`src/rtl/mfmsfd_pkg.sv`:
```
`default_nettype none
package mfmsfd_pkg;

  localparam logic [15:0] SYNC_WORD       = 16'h4489;
  localparam logic [31:0] MFM_MASK        = 32'h5555_5555;
  localparam int unsigned DATA_SKIP_WORDS = 28;
  localparam logic [7:0]  DATA_LONGS_RST  = 8'd80;

  localparam logic CFG_WANTED_SECTOR = 1'b0;
  localparam logic CFG_DATA_LONGS    = 1'b1;

  localparam logic KIND_DATA   = 1'b0;
  localparam logic KIND_STATUS = 1'b1;

  localparam logic STATUS_FOUND    = 1'b0;
  localparam logic STATUS_NOTFOUND = 1'b1;

  typedef enum logic [1:0] {
    PH_SEARCHING,
    PH_SECTOR,
    PH_COMPLETE
  } phase_e;

  typedef struct packed {
    logic        kind;
    logic [31:0] data_long;
    logic [6:0]  long_index;
    logic        status;
    logic [7:0]  sector_found;
    logic        last;
  } result_t;

  function automatic logic [31:0] mfm_decode(input logic [31:0] odd, input logic [31:0] even);
    return ((odd & MFM_MASK) << 1) | (even & MFM_MASK);
  endfunction

endpackage
`default_nettype wire

```
`src/rtl/mfmsfd_ram.sv`:
```
`default_nettype none
module mfmsfd_ram #(
  parameter int WIDTH = 32,
  parameter int DEPTH = 128,
  localparam int AW = (DEPTH > 1) ? $clog2(DEPTH) : 1
) (
  input  wire logic             clk_i,
  input  wire logic             we_i,
  input  wire logic [AW-1:0]    waddr_i,
  input  wire logic [WIDTH-1:0] wdata_i,
  input  wire logic             re_i,
  input  wire logic [AW-1:0]    raddr_i,
  output logic      [WIDTH-1:0] rdata_o
);

  logic [WIDTH-1:0] mem_q [DEPTH];

  always_ff @(posedge clk_i) begin
    if (we_i) begin
      mem_q[waddr_i] <= wdata_i;
    end
    if (re_i) begin
      rdata_o <= mem_q[raddr_i];
    end
  end

endmodule
`default_nettype wire

```
`src/rtl/mfm_sector_find_decode.sv`:
```
// mfm sector finder and decoder
// input channel (in_valid_i / in_ready_o): one raw mfm track word per request,
// with track_end_i set on the final word of a track. after each 0x4489 sync
// the next four words are decoded as the sector info; the first match against
// wanted_sector starts the data area 28 words after the word that follows
// the sync. odd-half longs go to an internal ram, and decoded longs come out
// during the even half, up to data_longs of them.
// output channel (out_valid_o / out_ready_i): data results (kind 0) and one
// status result (kind 1) per track; last_o marks the final result of a word.
// results of a word are written into the result queue as the word is taken, and leave it in order.
// throughput: one word per cycle; a word is taken whenever the 4-entry result
// queue has room for two results, so a receiver that takes a result every
// cycle never slows the input side. a stalled receiver fills the queue and
// then in_ready_o drops until entries drain.
// reset clears the scan state, the queue and the registers (wanted_sector 0,
// data_longs 80); the odd-half ram needs no clearing pass.
// configuration writes take effect on the edge where cfg_we_i is high.
`default_nettype none
module mfm_sector_find_decode
  import mfmsfd_pkg::*;
#(
  parameter int HALF_LONGS = 128
) (
  input  wire logic        clk_i,
  input  wire logic        rst_ni,
  input  wire logic        cfg_we_i,
  input  wire logic        cfg_index_i,
  input  wire logic [7:0]  cfg_wdata_i,
  input  wire logic        in_valid_i,
  output logic             in_ready_o,
  input  wire logic [15:0] mfm_word_i,
  input  wire logic        track_end_i,
  output logic             out_valid_o,
  input  wire logic        out_ready_i,
  output logic             kind_o,
  output logic [31:0]      data_long_o,
  output logic [6:0]       long_index_o,
  output logic             status_o,
  output logic [7:0]       sector_found_o,
  output logic             last_o
);

  localparam int KW   = (HALF_LONGS > 1) ? $clog2(HALF_LONGS) : 1;
  localparam int WCW  = $clog2(DATA_SKIP_WORDS + 4 * HALF_LONGS + 2);
  localparam int CMPW = (KW > 8) ? KW : 8;
  localparam logic [WCW-1:0] WC_START  = WCW'(4);
  localparam logic [WCW-1:0] WC_SKIP   = WCW'(DATA_SKIP_WORDS);
  localparam logic [WCW-1:0] WC_DATA0  = WCW'(DATA_SKIP_WORDS + 1);
  localparam logic [WCW-1:0] HALF_WDS  = WCW'(2 * HALF_LONGS);
  localparam logic [WCW-1:0] HALF_LAST = WCW'(2 * HALF_LONGS - 1);

  // configuration
  logic [7:0] wanted_sector_q, data_longs_q;

  always_ff @(posedge clk_i or negedge rst_ni) begin
    if (!rst_ni) begin
      wanted_sector_q <= 8'd0;
      data_longs_q    <= DATA_LONGS_RST;
    end else if (cfg_we_i) begin
      case (cfg_index_i)
        CFG_WANTED_SECTOR: wanted_sector_q <= cfg_wdata_i;
        CFG_DATA_LONGS:    data_longs_q    <= cfg_wdata_i;
        default: ;
      endcase
    end
  end

  // scan state
  logic [15:0]    win0_q, win1_q, win2_q, win0_d, win1_d, win2_d;
  logic [3:0]     sync_q, sync_d;
  phase_e         phase_q, phase_d;
  logic [WCW-1:0] wc_q, wc_d;
  logic [7:0]     msec_q, msec_d;

  logic        in_fire;
  logic [31:0] info_long, cur_long, odd_rd;
  logic [WCW-1:0] wc_inc, r_off, e_off;
  logic        in_data, in_odd_half, sec_done;
  logic [KW-1:0] k_idx;
  logic        ram_we, ram_re, emit_data;

  assign in_fire  = in_valid_i && in_ready_o;
  assign cur_long = {win0_q, mfm_word_i};
  assign info_long = mfm_decode({win2_q, win1_q}, cur_long);
  assign wc_inc   = wc_q + WCW'(1);
  assign r_off    = wc_inc - WC_DATA0;
  assign e_off    = r_off - HALF_WDS;
  assign in_data  = (phase_q == PH_SECTOR) && (wc_inc > WC_SKIP);
  assign in_odd_half = r_off < HALF_WDS;
  assign k_idx    = e_off[KW:1];
  // last word of the even half
  assign sec_done = in_data && !in_odd_half && (e_off == HALF_LAST);

  // next state
  always_comb begin
    phase_d = phase_q;
    wc_d    = wc_q;
    msec_d  = msec_q;
    win0_d  = mfm_word_i;
    win1_d  = win0_q;
    win2_d  = win1_q;
    sync_d  = {sync_q[2:0], mfm_word_i == SYNC_WORD};
    case (phase_q)
      PH_SEARCHING: begin
        if (sync_q[3] && (info_long[15:8] == wanted_sector_q)) begin
          phase_d = PH_SECTOR;
          wc_d    = WC_START;
          msec_d  = info_long[15:8];
        end
      end
      PH_SECTOR: begin
        wc_d = wc_inc;
        if (sec_done) begin
          phase_d = PH_COMPLETE;
        end
      end
      default: ;
    endcase
    if (track_end_i) begin
      phase_d = PH_SEARCHING;
      wc_d    = '0;
      msec_d  = 8'd0;
      win0_d  = 16'd0;
      win1_d  = 16'd0;
      win2_d  = 16'd0;
      sync_d  = 4'd0;
    end
  end

  // memory control and results
  result_t res0, res1;
  logic [1:0] push_n;

  always_comb begin
    ram_we    = in_fire && in_data && in_odd_half && r_off[0];
    ram_re    = in_fire && in_data && !in_odd_half && !e_off[0];
    emit_data = in_data && !in_odd_half && e_off[0]
                && (CMPW'(k_idx) < CMPW'(data_longs_q));
    res0 = '0;
    res1 = '0;
    push_n = 2'd0;
    if (emit_data) begin
      res0.kind         = KIND_DATA;
      res0.data_long    = mfm_decode(odd_rd, cur_long);
      res0.long_index   = 7'(k_idx);
      res0.status       = STATUS_FOUND;
      res0.sector_found = msec_q;
      res0.last         = !track_end_i;
    end
    if (track_end_i) begin
      res1.kind = KIND_STATUS;
      res1.last = 1'b1;
      // phase after this word's scan step, before the end-of-track clear
      if ((phase_q == PH_COMPLETE) || sec_done) begin
        res1.status       = STATUS_FOUND;
        res1.sector_found = msec_q;
      end else begin
        res1.status       = STATUS_NOTFOUND;
        res1.sector_found = 8'd0;
      end
    end
    if (emit_data && track_end_i) begin
      push_n = 2'd2;
    end else if (emit_data) begin
      push_n = 2'd1;
    end else if (track_end_i) begin
      push_n = 2'd1;
      res0   = res1;
    end
  end

  mfmsfd_ram #(
    .WIDTH(32),
    .DEPTH(HALF_LONGS)
  ) u_odd_ram (
    .clk_i  (clk_i),
    .we_i   (ram_we),
    .waddr_i(r_off[KW:1]),
    .wdata_i(cur_long),
    .re_i   (ram_re),
    .raddr_i(k_idx),
    .rdata_o(odd_rd)
  );

  always_ff @(posedge clk_i or negedge rst_ni) begin
    if (!rst_ni) begin
      win0_q  <= 16'd0;
      win1_q  <= 16'd0;
      win2_q  <= 16'd0;
      sync_q  <= 4'd0;
      phase_q <= PH_SEARCHING;
      wc_q    <= '0;
      msec_q  <= 8'd0;
    end else if (in_fire) begin
      win0_q  <= win0_d;
      win1_q  <= win1_d;
      win2_q  <= win2_d;
      sync_q  <= sync_d;
      phase_q <= phase_d;
      wc_q    <= wc_d;
      msec_q  <= msec_d;
    end
  end

  // result queue, four entries, up to two pushed per request
  result_t    q_mem [4];
  logic [1:0] wr_ptr_q, rd_ptr_q;
  logic [2:0] cnt_q;
  logic       pop;
  logic [1:0] push_eff;
  result_t    head;

  assign in_ready_o  = cnt_q <= 3'd2;
  assign out_valid_o = cnt_q != 3'd0;
  assign pop         = out_valid_o && out_ready_i;
  assign push_eff    = in_fire ? push_n : 2'd0;
  assign head        = q_mem[rd_ptr_q];

  always_ff @(posedge clk_i) begin
    if (push_eff != 2'd0) begin
      q_mem[wr_ptr_q] <= res0;
    end
    if (push_eff == 2'd2) begin
      q_mem[wr_ptr_q + 2'd1] <= res1;
    end
  end

  always_ff @(posedge clk_i or negedge rst_ni) begin
    if (!rst_ni) begin
      wr_ptr_q <= 2'd0;
      rd_ptr_q <= 2'd0;
      cnt_q    <= 3'd0;
    end else begin
      wr_ptr_q <= wr_ptr_q + push_eff;
      rd_ptr_q <= rd_ptr_q + {1'b0, pop};
      cnt_q    <= cnt_q + {1'b0, push_eff} - {2'b00, pop};
    end
  end

  assign kind_o         = head.kind;
  assign data_long_o    = head.data_long;
  assign long_index_o   = head.long_index;
  assign status_o       = head.status;
  assign sector_found_o = head.sector_found;
  assign last_o         = head.last;

endmodule
`default_nettype wire
```
`config.mk`:
```
export PLATFORM = sky130hd
export DESIGN_NAME = mfm_sector_find_decode
export DESIGN_NICKNAME = d
export VERILOG_FILES = /design/src/rtl/mfmsfd_pkg.sv /design/src/rtl/mfmsfd_ram.sv /design/src/rtl/mfm_sector_find_decode.sv
export SDC_FILE = /design/constraint.sdc
export NUM_CORES = 2
export LEC_CHECK = 0
export ABC_AREA = 1
export BUFFER_PORTS_ARGS = -buffer_cell sky130_fd_sc_hd__buf_2
export CAP_MARGIN = 20
export CORE_MARGIN = 3
export CORE_UTILIZATION = 30
export CTS_CLUSTER_SIZE = 12
export DETAILED_ROUTE_END_ITERATION = 16
export GPL_ROUTABILITY_DRIVEN = 0
export PLACE_DENSITY = 0.54
export SLEW_MARGIN = 30
export SYNTH_ARGS = -nofsm -noshare
export SYNTH_HDL_FRONTEND = slang
export SYNTH_HIERARCHICAL = 1
export SYNTH_MEMORY_MAX_BITS = 65536
export SYNTH_SLANG_ARGS = --single-unit
```
`constraint.sdc`:
```
create_clock -name clk_i -period 13.75 [get_ports clk_i]
set_input_delay 2.75 -clock clk_i [delete_from_list [all_inputs] [get_ports clk_i]]
set_output_delay 2.75 -clock clk_i [all_outputs]
set_load 0.005 [all_outputs]
```
==> flow_summary.ini <==
[cts]
cts_tree = built
cts_buffers = 248
cts-resized-gates = 0
clockBufferDepth = 4
clk_latency_ps = 930
postCtsSetupBuffers = 0
cts-hold-fix-buffers = 0
clockRootBuffer = clkbuf_16
clock_sink_count = 2323
h-tree-depth = 4
cts.reportedPaths.clkPinSlew_ps = 60

[sta]
skew_ps = 103
fmax_mhz = 147
hold_viol_final = 0
report.final.slew_viol_count = 0
tns_ps = 0
period_needed_ps = 6810
rsz0062_at_grt = false
period_share_pct = 49.5
relSlewSlack_pct = 21.6
setup_viol = 0
whs_ps = 476
setup_slack_ps = 6940
tightest_slew_ps = 1180

[layout]
final_common_cell = nand2_1
fin_cells = 12794
nets = 8354
drive_gt1_share_pct = 8.20
area_growth_pct = 10.5
mostFrequentLayoutCells = nand2_1, nand3_1, edfxtp_1

[critical_path]
crit-reg2reg-launch = wc_q[0]
worstPathRequired_ps = 14330
ff2ff_setup_slack_ps = 6940
path_class = flip-flop to flip-flop
reg2reg_to = q_mem[2][2]
r2r_cells = 26
arrival_ps = 7380
worstSetupEndpointType = flip-flop
worst_setup_path_start_kind = flip-flop
cp_max_fo = 48

[power]
p_seq_share_pct = 34.8
intPower_mw = 13.9
p_total_mw = 23.8
power_frac_clock_pct = 25.7
netSwitchingPower_mw = 9.96
irDropWorstVdd_mv = 0.318
power_density_mw_per_mm2 = 222
p_sw_share_pct = 41.8
power_frac_comb_pct = 39.5
leakagePower_nw = 37.3

[routing]
routedWlPerCell_um = 22.2
vias_per_cell = 5.07
ant_nets = 0
dr.first_iter.drc_count = 7521
vias = 64899
drc_errors = 0
wl_um = 284000
dr.pass1.iters = 6

[yosys]
syn_inst = 8771
ys_warn_count = 6
synth_area_mm2 = 0.0971
synth_nets = 8816
syn_area_per_cell_um2 = 11.1

[global_routing]
grt-ovfl-total = 0
track_usage_pct = 16.5
grt_pass1_wl_um = 417000
grt_max_degree = 246
grt_antenna_before_repair = 9
grt_pass1_vias = 60719

[die]
io_pins = 83
rows = 208
initial_utilization_pct = 30.2
die_h_um = 575
core_mm2 = 0.321
dieArea_mm2 = 0.330
die_w_um = 575

[min_path]
worstHoldStart = q_mem[2][23]
hold_end = q_mem[2][23]
holdPathStages = 2
hp-class = flip-flop to flip-flop

[placed_design]
port_buffers = 82
dpl.hpwl_um = 153000
post-place-ws_ps = 7020
place_inst = 12360

[run]
drv_cap = 0

[status]
status = complete, no violations
worst max-delay path, cell delays in order, from the launching register on:
cell	delay [ps]
dfrtp_1	600
ha_1	330
nand2_2	110
nor2_1	190
nand2_1	80
nand2_1	100
nand3_1	130
nand2_1	130
nand2_1	80
nand2_2	60
buf_4	450
ha_1	350
a21oi_1	170
o22ai_1	90
a21oi_1	190
inv_1	110
nor2_4	100
buf_4	540
ha_1	270
clkinv_1	240
nor2_2	270
inv_2	70
nor2_2	150
inv_2	60
nor3_2	480
inv_2	530
nand2_1	510
metrics by stage:
step	area (um^2)	utilization [%]
3_5_place_dp	99800	31.1
6_report	107000	33.4
2_1_floorplan	97100	-
4_1_cts	107000	33.3
5_1_grt	107000	33.4
3_3_place_gp	99800	31.0
power by group through the flow:
stage | Combinational (mW) | Sequential (mW) | Clock, mW
after floorplan | 7.04 | 8.42 | 0
after global routing | 10.3 | 8.29 | 6.55
after global placement | 9.20 | 8.42 | 0
after detailed placement | 9.30 | 8.42 | 0
final | 9.41 | 8.28 | 6.13
after CTS | 9.32 | 8.27 | 6.25
layout make-up:
| cell class | instances | area, um^2 |
|---|---|---|
| fill | 31641 | 214000 |
| inverter | 117 | 507 |
| timing repair buffer | 300 | 2310 |
| tap | 4305 | 5390 |
| sequential | 2323 | 67900 |
| antenna | 3 | 7.51 |
| multi-input combinational | 5319 | 23800 |
| clock inverter | 106 | 763 |
| clock buffer | 321 | 6530 |
how the worst max path moves through the flow:
stage / startpoint / slack (ps) / depth (start not counted) / endpoint
floorplan: in_valid_i / 8730 / 7 / u_odd_ram/mem_q[105][0]
global placement: wc_q[0] / 7030 / 26 / q_mem[2][1]
detailed placement: wc_q[0] / 7020 / 26 / q_mem[2][2]
CTS: wc_q[0] / 6970 / 26 / q_mem[0][8]
global route: wc_q[0] / 6380 / 26 / q_mem[0][8]
finish: wc_q[0] / 6940 / 26 / q_mem[2][2]
flip-flops by register name, summed over array words and instances, names as in the netlist:
name / cells
phase_q: 2
rd_ptr_q: 2
data_longs_q: 8
sync_q: 4
wr_ptr_q: 2
u_odd_ram/rdata_o: 16
win1_q: 4
q_mem: 200
cnt_q: 3
u_odd_ram/mem_q: 2048
msec_q: 8
wc_q: 10
wanted_sector_q: 8
win0_q: 8
metal layers:
layer	track usage (%)	vias to the layer above	routed length [um]
li1	-	29433	-
met1	23.9	32400	125000
met2	25.8	2666	128000
met3	2.54	400	22300
met4	4.50	0	7900
met5	0	-	0
Note: power is estimated with default switching activity, not from simulation.
